`src/rtl/sc1a_pkg.sv`:
```
package sc1a_pkg;

    localparam int unsigned ByteW = 8;
    localparam int unsigned CharW = 7;
    localparam int unsigned CodeW = 6;

    localparam logic [ByteW-1:0] PREFIX_BYTE   = 8'hE0;
    localparam logic [6:0]       LAST_CODE     = 7'h3A;
    localparam logic [6:0]       CODE_SHIFT_L  = 7'h2A;
    localparam logic [6:0]       CODE_SHIFT_R  = 7'h36;
    localparam logic [6:0]       CODE_ALT      = 7'h38;
    localparam logic [6:0]       CODE_CTRL     = 7'h1D;
    localparam logic [6:0]       CODE_CAPS     = 7'h3A;
    localparam logic [6:0]       CODE_BACKTICK = 7'h29;

    localparam logic [CharW-1:0] CHAR_LOWER_A = 7'h61;
    localparam logic [CharW-1:0] CHAR_LOWER_D = 7'h64;
    localparam logic [CharW-1:0] CHAR_LOWER_L = 7'h6C;
    localparam logic [CharW-1:0] CHAR_LOWER_U = 7'h75;

    typedef struct packed {
        logic prefix_pending;
        logic shift_held;
        logic ctrl_held;
        logic alt_held;
        logic caps_lock_on;
    } flags_t;

    typedef struct packed {
        logic             emit;
        logic [CharW-1:0] char_code;
    } result_t;

    function automatic logic is_symbol_key(logic [CodeW-1:0] code);
        logic [6:0] c;
        begin
            c = {1'b0, code};
            is_symbol_key = (c >= 7'h02 && c <= 7'h0D) || (c >= 7'h33 && c <= 7'h35) ||
                            c == CODE_BACKTICK || c == 7'h1A || c == 7'h1B ||
                            c == 7'h2B || c == 7'h27 || c == 7'h28;
        end
    endfunction

    // Two-column map: column 0 plain, column 1 shifted.
    function automatic logic [CharW-1:0] char_lookup(logic [CodeW-1:0] code, logic col);
        logic [CharW-1:0] lo;
        logic [CharW-1:0] hi;
        begin
            lo = '0;
            hi = '0;
            case (code)
                6'h01: begin lo = 7'h1B; hi = 7'h1B; end
                6'h02: begin lo = 7'h31; hi = 7'h21; end
                6'h03: begin lo = 7'h32; hi = 7'h40; end
                6'h04: begin lo = 7'h33; hi = 7'h23; end
                6'h05: begin lo = 7'h34; hi = 7'h24; end
                6'h06: begin lo = 7'h35; hi = 7'h25; end
                6'h07: begin lo = 7'h36; hi = 7'h5E; end
                6'h08: begin lo = 7'h37; hi = 7'h26; end
                6'h09: begin lo = 7'h38; hi = 7'h2A; end
                6'h0A: begin lo = 7'h39; hi = 7'h28; end
                6'h0B: begin lo = 7'h30; hi = 7'h29; end
                6'h0C: begin lo = 7'h2D; hi = 7'h5F; end
                6'h0D: begin lo = 7'h3D; hi = 7'h2B; end
                6'h0E: begin lo = 7'h08; hi = 7'h08; end
                6'h0F: begin lo = 7'h09; hi = 7'h09; end
                6'h10: begin lo = 7'h71; hi = 7'h51; end
                6'h11: begin lo = 7'h77; hi = 7'h57; end
                6'h12: begin lo = 7'h65; hi = 7'h45; end
                6'h13: begin lo = 7'h72; hi = 7'h52; end
                6'h14: begin lo = 7'h74; hi = 7'h54; end
                6'h15: begin lo = 7'h79; hi = 7'h59; end
                6'h16: begin lo = 7'h75; hi = 7'h55; end
                6'h17: begin lo = 7'h69; hi = 7'h49; end
                6'h18: begin lo = 7'h6F; hi = 7'h4F; end
                6'h19: begin lo = 7'h70; hi = 7'h50; end
                6'h1A: begin lo = 7'h5B; hi = 7'h7B; end
                6'h1B: begin lo = 7'h5D; hi = 7'h7D; end
                6'h1C: begin lo = 7'h0D; hi = 7'h0D; end
                6'h1E: begin lo = 7'h61; hi = 7'h41; end
                6'h1F: begin lo = 7'h73; hi = 7'h53; end
                6'h20: begin lo = 7'h64; hi = 7'h44; end
                6'h21: begin lo = 7'h66; hi = 7'h46; end
                6'h22: begin lo = 7'h67; hi = 7'h47; end
                6'h23: begin lo = 7'h68; hi = 7'h48; end
                6'h24: begin lo = 7'h6A; hi = 7'h4A; end
                6'h25: begin lo = 7'h6B; hi = 7'h4B; end
                6'h26: begin lo = 7'h6C; hi = 7'h4C; end
                6'h27: begin lo = 7'h3B; hi = 7'h3A; end
                6'h28: begin lo = 7'h27; hi = 7'h22; end
                6'h29: begin lo = 7'h60; hi = 7'h7E; end
                6'h2B: begin lo = 7'h5C; hi = 7'h7C; end
                6'h2C: begin lo = 7'h7A; hi = 7'h5A; end
                6'h2D: begin lo = 7'h78; hi = 7'h58; end
                6'h2E: begin lo = 7'h63; hi = 7'h43; end
                6'h2F: begin lo = 7'h76; hi = 7'h56; end
                6'h30: begin lo = 7'h62; hi = 7'h42; end
                6'h31: begin lo = 7'h6E; hi = 7'h4E; end
                6'h32: begin lo = 7'h6D; hi = 7'h4D; end
                6'h33: begin lo = 7'h2C; hi = 7'h3C; end
                6'h34: begin lo = 7'h2E; hi = 7'h3E; end
                6'h35: begin lo = 7'h2F; hi = 7'h3F; end
                6'h37: begin lo = 7'h2A; hi = 7'h2A; end
                6'h39: begin lo = 7'h20; hi = 7'h20; end
                default: begin lo = '0; hi = '0; end
            endcase
            char_lookup = col ? hi : lo;
        end
    endfunction

endpackage

```
`src/rtl/sc1a_decode.sv`:
```
module sc1a_decode (
    input  logic [sc1a_pkg::ByteW-1:0] scan_byte,
    input  sc1a_pkg::flags_t           flags,
    output sc1a_pkg::flags_t           flags_next,
    output sc1a_pkg::result_t          result
);
    import sc1a_pkg::*;

    logic [6:0]       code;
    logic             is_break;
    logic             col;
    logic [CharW-1:0] ch;

    assign code     = scan_byte[6:0];
    assign is_break = scan_byte[7];

    always_comb
    begin
        col = is_symbol_key(code[CodeW-1:0]) ? flags.shift_held
                                              : (flags.shift_held ^ flags.caps_lock_on);
        ch  = char_lookup(code[CodeW-1:0], col);
        // Ctrl shortcuts: map lowercase l, u, d onto control codes
        if (flags.ctrl_held &&
            (ch == CHAR_LOWER_L || ch == CHAR_LOWER_U || ch == CHAR_LOWER_D))
        begin
            ch = ch - CHAR_LOWER_A;
        end
    end

    always_comb
    begin
        flags_next       = flags;
        result.emit      = 1'b0;
        result.char_code = ch;
        if (scan_byte == PREFIX_BYTE)
        begin
            flags_next.prefix_pending = 1'b1;
        end
        else if (flags.prefix_pending)
        begin
            // drop the second byte of an extended key
            flags_next.prefix_pending = 1'b0;
        end
        else if (code > LAST_CODE)
        begin
            flags_next = flags;
        end
        else if (is_break)
        begin
            if (code == CODE_ALT)
                flags_next.alt_held = 1'b0;
            else if (code == CODE_SHIFT_L || code == CODE_SHIFT_R)
                flags_next.shift_held = 1'b0;
            else if (code == CODE_CTRL)
                flags_next.ctrl_held = 1'b0;
        end
        else if (code == CODE_ALT)
        begin
            flags_next.alt_held = 1'b1;
        end
        else if (code == CODE_SHIFT_L || code == CODE_SHIFT_R)
        begin
            flags_next.shift_held = 1'b1;
        end
        else if (code == CODE_CTRL)
        begin
            flags_next.ctrl_held = 1'b1;
        end
        else if (code == CODE_CAPS)
        begin
            flags_next.caps_lock_on = ~flags.caps_lock_on;
        end
        else
        begin
            result.emit = 1'b1;
        end
    end

endmodule

```
`src/rtl/scan_code_set1_to_ascii.sv`:
```
// Channel   Signals                       Direction  Meaning
// input     in_valid, in_stall, scan_byte  in/out     one raw set-1 scan byte per request
// output    out_valid, out_stall, char_code out/in    one ASCII or control code per request
//
// One byte per cycle while the input is not stalled; a byte that gives a character passes
// through the input register, which feeds the decode, and then through the result register.
// Reset clears the prefix, modifier and caps lock flags and empties both registers.
// A stall on the output holds the result; the input register still drains bytes
// that give no character, then stalls the input only when it holds a character.
module scan_code_set1_to_ascii (
    input  logic                       clk,
    input  logic                       rst_n,
    input  logic                       in_valid,
    output logic                       in_stall,
    input  logic [sc1a_pkg::ByteW-1:0] scan_byte,
    output logic                       out_valid,
    input  logic                       out_stall,
    output logic [sc1a_pkg::CharW-1:0] char_code
);
    import sc1a_pkg::*;

    logic             in_valid_reg;
    logic [ByteW-1:0] byte_reg;
    flags_t           flags_reg;
    flags_t           flags_next;
    result_t          result;
    logic             out_valid_reg;
    logic [CharW-1:0] char_reg;
    logic             out_free;
    logic             advance;
    logic             in_take;

    sc1a_decode u_decode (
        .scan_byte  (byte_reg),
        .flags      (flags_reg),
        .flags_next (flags_next),
        .result     (result)
    );

    assign out_free = ~out_valid_reg | ~out_stall;
    // a byte with no character never waits on the output side
    assign advance  = in_valid_reg & (out_free | ~result.emit);
    assign in_stall = in_valid_reg & ~advance;
    assign in_take  = in_valid & ~in_stall;

    always_ff @(posedge clk or negedge rst_n)
    begin
        if (!rst_n)
        begin
            in_valid_reg  <= 1'b0;
            out_valid_reg <= 1'b0;
            flags_reg     <= '0;
        end
        else
        begin
            if (in_take || advance)
                in_valid_reg <= in_take;
            if (advance)
                flags_reg <= flags_next;
            if (advance && result.emit)
                out_valid_reg <= 1'b1;
            else if (!out_stall)
                out_valid_reg <= 1'b0;
        end
    end

    always_ff @(posedge clk)
    begin
        if (in_take)
            byte_reg <= scan_byte;
        if (advance && result.emit)
            char_reg <= result.char_code;
    end

    assign out_valid = out_valid_reg;
    assign char_code = char_reg;

endmodule

```
`config.mk`:
```
export PLATFORM = sky130hd
export DESIGN_NAME = scan_code_set1_to_ascii
export DESIGN_NICKNAME = d
export VERILOG_FILES = /design/src/rtl/sc1a_pkg.sv /design/src/rtl/sc1a_decode.sv /design/src/rtl/scan_code_set1_to_ascii.sv
export SDC_FILE = /design/constraint.sdc
export NUM_CORES = 1
export LEC_CHECK = 0
export ABC_AREA = 0
export BUFFER_PORTS_ARGS = -buffer_cell sky130_fd_sc_hd__buf_4
export CAP_MARGIN = 15
export CORE_MARGIN = 8
export CORE_UTILIZATION = 50
export DETAILED_ROUTE_END_ITERATION = 8
export PLACE_DENSITY = 0.68
export SYNTH_ARGS = -nofsm -noshare
export SYNTH_HDL_FRONTEND = slang
export SYNTH_SLANG_ARGS = --single-unit
```
`constraint.sdc`:
```
create_clock -name clk -period 8 [get_ports clk]
set_clock_uncertainty 0.2 [all_clocks]
set_input_delay 0.8 -clock clk [delete_from_list [all_inputs] [get_ports clk]]
set_output_delay 0.8 -clock clk [all_outputs]
set_load 0.01 [all_outputs]
```
==> metrics, run 1 <==
outcome complete, no violations; CTS buffer count 5; clock sinks 35; Detail Route Antenna Nets 0; TritonCTS clock tree built; #FFs+latches synth 35; busiest layer in global routing met2; min-delay worst type in -> async; DR iter-0 viols 251; Syn Area/Cell 8.36 µm²; routability cong. 1.00; slowest CP cell edfxtp_1; FF-to-FF path depth 11; Layout area overhead 7.36%; buffers plus inverters on the worst setup path 2; Via density 6.35; Hold Worst Slack 0.104 ns; critical path type reg -> reg; core area 0.00582 mm²; P_leak 1.27 nW; PwrDens 161 mW/mm²; # IOs 21; Syn Nets 378; H-tree depth 2; CTS clk-pin slew, worst paths 0.07 ns; Row Count 28; reg-to-reg slack, setup 3.59 ns; routing usage on met1 0.242; startpoint types flip-flop; grt met2 use 0.285; Total Routed Length 8010 µm; Worst path max stage delay 0.80 ns; TNS Setup 0 ns; Max IR drop VDD 0.0000732 V; die width 92.9 µm; PortBufs 20; post-synthesis cell type count 73; WP depth 11; Post-synth EDFFs 15; final hold violation count 0; asr flop ratio synth 0.171; vias in the first global route 2683; largest net degree at the start of global routing 37; FF+latch area 881 µm²; M3 GR Usage 0.0413; final setup fails 0; CTS resizes 0; initial antenna violation count 0; fin crit period 4.41 ns; Worst R2R Start byte_reg[3]; Critical Path RT 7.95 ns; effective utilization at floorplan 0.509; chip height 92.9 µm; Total GRT Usage 0.191; post-synthesis sequential area ratio 0.298; Max Cap Viol 0; Slew @ Worst Pin 0.949 ns; Slew Limit Headroom 0.363; worst-skew pair later-pin latency 0.28 ns; crit-path leading delay family compound AO/OA/AOI/OAI gates; CP Cell Sequence or3b_1 > a2111oi_4 > o41ai_2 > buf_4 > mux2i_2 > inv_2 > ha_1 > a221oi_1 > a2111oi_0 > a31oi_1 > o211ai_1; CTS Buffer Depth 2; RSZ-0062 raised after global routing false; hold_buf cts 0; ANT cells 0; most frequent cells in the layout nand2_1, nor2_1, o21ai_0, buf_4; DPL Wire Length 5840 µm; Root Driver clkbuf_8; crit path DAT 4.36 ns; most common cell after layout, fill and taps aside nand2_1; Final period util 0.551; residual DRC count 0; postcts setup bufs 0; Worst setup startpoint byte_reg[3]; wire per inst 18.5 µm; Total Die Area 0.00864 mm²; Nets 382; fmax 227 MHz; fin. max-slew vios 0; Detailed Routing Iterations Pass 1 5; Synth Cell Area 0.00296 mm²; Ys Warns 0; Fillers 561; grt total ovfl 0; first-pass GRT wire length 13500 µm; cells after synthesis 354; Critical Path End Type flip-flop; Most used DFF post-synth edfxtp_1; critical path peak fanout 36; multi-input logic area 0.00190 mm²; vias 2754; layout cells sized above 1 0.145
worst min path at each step:
stage | end | depth (start not counted)
6_report | flags_reg[4] | 1
5_1_grt | out_valid | 1
4_1_cts | out_valid | 1
3_5_place_dp | flags_reg[0] | 1
3_3_place_gp | flags_reg[0] | 1
2_1_floorplan | flags_reg[0] | 1
logic make-up after synthesis:
group / count (synthesis) / synth area share
multiplexers: 26 / 0.111
flip-flops: 35 / 0.298
AND/OR/NAND/NOR: 128 / 0.214
AO/OA/AOI/OAI: 107 / 0.247
adder cells (fa/ha/maj): 12 / 0.0507
buffers and inverters: 41 / 0.0638
XOR/XNOR: 5 / 0.0148
metal layers:
metal  vias to the layer above  wire length, µm
met5                         -                0
met4                         0              408
met3                        35              684
met2                       126             3570
met1                      1278             3340
li1                       1315                -
power by group:
group          internal (mW)  total, mW  switching, mW
Clock                 0.0591      0.122         0.0629
Sequential             0.209      0.229         0.0203
Combinational         0.0649      0.162         0.0967
Total                  0.333      0.513          0.180
cells in the mapped netlist (2+ instances only):
cell	n	area [µm²]
a211oi_1	5	37.5
a21o_1	4	30.0
a21oi_1	18	90.1
a221oi_1	3	26.3
a22oi_1	2	15.0
a31oi_1	11	68.8
a41o_1	2	20.0
and2_1	3	18.8
and3_1	4	25.0
and4b_1	2	20.0
buf_1	3	11.3
buf_2	7	35.0
buf_6	3	33.8
clkbuf_1	10	37.5
dfrtp_1	6	150
dfxtp_1	14	280
edfxtp_1	15	450
ha_1	12	150
inv_1	15	56.3
inv_2	2	7.51
mux2_2	4	45.0
mux2_4	3	45.0
mux2i_1	13	130
mux2i_2	3	41.3
mux2i_4	3	67.6
nand2_1	40	150
nand2b_1	3	18.8
nand3_1	18	90.1
nand3b_1	2	15.0
nor2_1	30	113
nor2_2	2	12.5
nor2b_1	4	25.0
nor3_1	3	15.0
nor3b_1	2	15.0
nor4_1	4	25.0
o211ai_1	8	60.1
o21ai_0	24	120
o21ai_1	4	20.0
o21bai_1	3	22.5
o22ai_1	2	12.5
o41ai_1	2	17.5
or2_2	2	12.5
xnor2_1	3	26.3
xor2_1	2	17.5
layout make-up:
type | count | share of cell area
clock buffers | 5 | 0.0217
clock inverters | 3 | 0.00473
inverters | 17 | 0.0201
multi-input cells | 278 | 0.597
flip-flops and latches | 35 | 0.277
well taps | 75 | 0.0295
repair buffers | 21 | 0.0496
stage by stage:
stage               utilization  instances  setup slack, ns  total power, mW  area (µm²)
finish                    0.546        434             3.59            0.513        3180
global route              0.546        434             3.30            0.542        3180
CTS                       0.546        434             3.65            0.513        3180
detailed placement        0.532        426             3.66            0.390        3090
global placement          0.532        426             3.74            0.390        3090
floorplan                     -        354             4.28            0.347        2960
Note: power is estimated with default switching activity, not from simulation.
==> run 2: changes to the inputs <==
--- a/config.mk
+++ b/config.mk
@@ -5,13 +5,13 @@
 export SDC_FILE = /design/constraint.sdc
 export NUM_CORES = 1
 export LEC_CHECK = 0
-export ABC_AREA = 0
+export ABC_AREA = 1
 export BUFFER_PORTS_ARGS = -buffer_cell sky130_fd_sc_hd__buf_4
 export CAP_MARGIN = 15
 export CORE_MARGIN = 8
 export CORE_UTILIZATION = 50
 export DETAILED_ROUTE_END_ITERATION = 8
-export PLACE_DENSITY = 0.68
+export PLACE_DENSITY = 0.71
 export SYNTH_ARGS = -nofsm -noshare
 export SYNTH_HDL_FRONTEND = slang
 export SYNTH_SLANG_ARGS = --single-unit
==> constraint.sdc (replaced) <==
create_clock -name clk -period 4 [get_ports clk]
set_clock_uncertainty 0.2 [all_clocks]
set_input_delay 0.4 -clock clk [delete_from_list [all_inputs] [get_ports clk]]
set_output_delay 0.4 -clock clk [all_outputs]
set_load 0.01 [all_outputs]
==> run 2 against run 1 <==
Sequential power increased by 90%. Total power increased by 93%. Via count shrank 1.6%.
==> metrics, run 2 <==
outcome complete, no violations; reg-to-reg slack, setup 0.48 ns (-3.12 ns); Total Die Area 0.00821 mm² (-5.0%); Critical Path RT 3.98 ns (-3.97 ns); main combinational cell family by area after synthesis simple AND/OR/NAND/NOR gates; effective utilization at floorplan 0.512 (+0.00280); Synth top area share 0.220 (+0.0677); Max Cap Viol 0 (unchanged); TNS Setup 0 ns (unchanged); chip height 90.6 µm (-2.5%); slowest CP cell edfxtp_1; Syn Nets 449 (+19%); cells after synthesis 425 (+20%); Post-synth EDFFs 15 (unchanged); fmax 284 MHz (+25%); crit path DAT 3.50 ns (-0.86 ns); core area 0.00544 mm² (-6.5%); placed cell areas 0.00290 mm² (-6.3%); final instance area 0.00300 mm² (-5.7%); min-delay worst type in -> reg; Row Count 27 (-3.6%); Placement Setup Slack 0.540 ns (-3.12 ns); DR iter-0 viols 239 (-4.8%); Root Driver clkbuf_8; Total GRT Usage 0.168 (-0.0234); layout cells sized above 1 0.132 (-0.0124); fin crit period 3.52 ns (-0.885 ns); compound-gate portion of the synthesized area 0.0710 (-0.176); Synth Cell Area 0.00278 mm² (-6.0%); P_leak 1.58 nW (+24%); Nets 461 (+21%); TritonCTS clock tree built; CTS clk-pin slew, worst paths 0.08 ns (about the same); Critical Path End Type flip-flop; CTS buffer count 5 (unchanged); simple-gate portion of the synthesized area 0.449 (+0.234); Worst path max stage delay 0.48 ns (-0.32 ns); count leader, synth nand2_1; fin. max-slew vios 0 (unchanged); CTS Buffer Depth 2 (unchanged); final hold violation count 0 (unchanged); Max IR drop VDD 0.000143 V (+96%); Overall Power 992 µW (+93%); Detail Route Antenna Nets 0 (unchanged); post-synthesis sequential area ratio 0.317 (+0.0189); DPL Wire Length 5120 µm (-12%); Ys Warns 0 (unchanged); PortBufs 20 (unchanged); most instantiated cells after synthesis nand2_1, nand3_1, inv_1; H-tree depth 2 (unchanged); area share of fa/ha/maj cells after synthesis 0.0540 (+0.00322); most frequent cells in the layout nand2_1, nand3_1, inv_1, nor2_1, buf_4; critical path type reg -> reg; #FFs+latches synth 35 (unchanged); Slew Limit Headroom 0.646 (+0.283); post-synthesis mux area share 0 (-0.111); RSZ-0062 raised after global routing false; Worst R2R Start byte_reg[3]; XOR/XNOR Fraction of Synth Area 0.00315 (-0.0117); post-synthesis cell type count 34 (-53%); worst-skew pair later-pin latency 0.29 ns (about the same); Synth area leaders nand2_1, edfxtp_1, nand3_1, dfxtp_1, dfrtp_1; startpoint types flip-flop; Layout area overhead 7.69%; PwrDens 331 mW/mm² (+110%); die width 90.6 µm (-2.5%); Final period util 0.881 (+0.330); Hold Worst Slack 0.0859 ns (-0.0186 ns); # IOs 21 (unchanged); CP Cell Sequence inv_2 > nor2_1 > nand3_1 > nand2_1 > nor2_1 > nand4_2 > nand2_2 > nand2_1 > nand2_1 > ha_1 > inv_1 > nand3_1 > nand3_1 > nand2_1 > nand2_1 > nand2_1 > nand2_1 > nand2_1; Detailed Routing Iterations Pass 1 5 (unchanged); Total Routed Length 6690 µm (-17%); residual DRC count 0 (unchanged); vias in the first global route 2547 (-5.1%); Slew @ Worst Pin 0.529 ns (-0.420 ns); routability cong. 0.969 (-3.1%); fin worst setup slack 0.477 ns (-3.12 ns); largest net degree at the start of global routing 33 (-11%); most used cell, CP nand2_1; Worst setup startpoint byte_reg[3]; grt total ovfl 0 (unchanged); cell type with the largest total area after synthesis nand2_1; most common cell after layout, fill and taps aside nand2_1; hold_sp scan_byte[7]; Syn Area/Cell 6.55 µm² (-22%); ANT cells 0 (unchanged); vias 2711 (-1.6%); wire per inst 13.1 µm (-29%); clock sinks 35 (unchanged); initial antenna violation count 0 (unchanged); Via density 5.32 (-16%); Most used DFF post-synth edfxtp_1; asr flop ratio synth 0.171 (unchanged); critical path peak fanout 13 (-64%); final setup fails 0 (unchanged); first-pass GRT wire length 11600 µm (-14%)
run 2: final cells by class:
cell class / instances / area, µm²
multi-input combinational: 329 / 1610
tap: 72 / 90.1
inverter: 45 / 171
sequential: 35 / 881
clock inverter: 3 / 20.0
fill: 516 / 2440
timing repair buffer: 21 / 160
clock buffer: 5 / 68.8
run 2: per-layer routing:
metal  part of all wire  wire, µm  track usage  up-vias
met5                  0         0            0        -
met4              0.035       236       0.0832        0
met3              0.080       533       0.0416       21
met2               0.44      2950        0.255      117
met1               0.44      2970        0.215     1187
li1                   -         -            -     1386
run 2: worst max-delay path, delay by kind of cell (launching register included):
family	cells	cell delay [ns]
and+or+nand+nor	15	2.21
buffers and inverters	2	0.23
adders and majority gates	1	0.28
DFF	1	0.48
run 2: path summary, 6_finish.rpt:
path | to | cells after the start
setup / recovery | flip-flop | 18
hold / removal | byte_reg[7] | 1
setup reg to reg | flip-flop | 18
hold reg to reg | out_valid | 2
max in group asynchronous | flags_reg[2] | 2
min in group asynchronous | flags_reg[3] | 2
run 2: kinds of logic (layout without fill, tap and decap cells):
group,Yosys count,after routing
adders and majority gates,12,12
buffers and inverters,61,74
and+or+nand+nor,282,282
xor gates and xnor gates,1,1
AOI/OAI and AO/OA,34,34
DFF,35,35
run 2: report_power, final:
part	internal (mW)	switching, mW	total [mW]	leakage [nW]
logic	0.0986	0.204	0.302	1.20
registers	0.416	0.0190	0.435	0.340
clock network	0.121	0.133	0.254	0.0402
run 2: metrics by stage:
stage               std cells  utilization
finish                    510        0.551
global route              510        0.551
CTS                       510        0.551
detailed placement        501        0.533
global placement          501        0.533
floorplan                 425            -
run 2: what timing repair did:
item | CTS | global route
hold buffers | 1 | 0
gates resized for setup | 0 | 0
hold endpoints to repair | 6 | 0
buffers inserted | 0 | 0
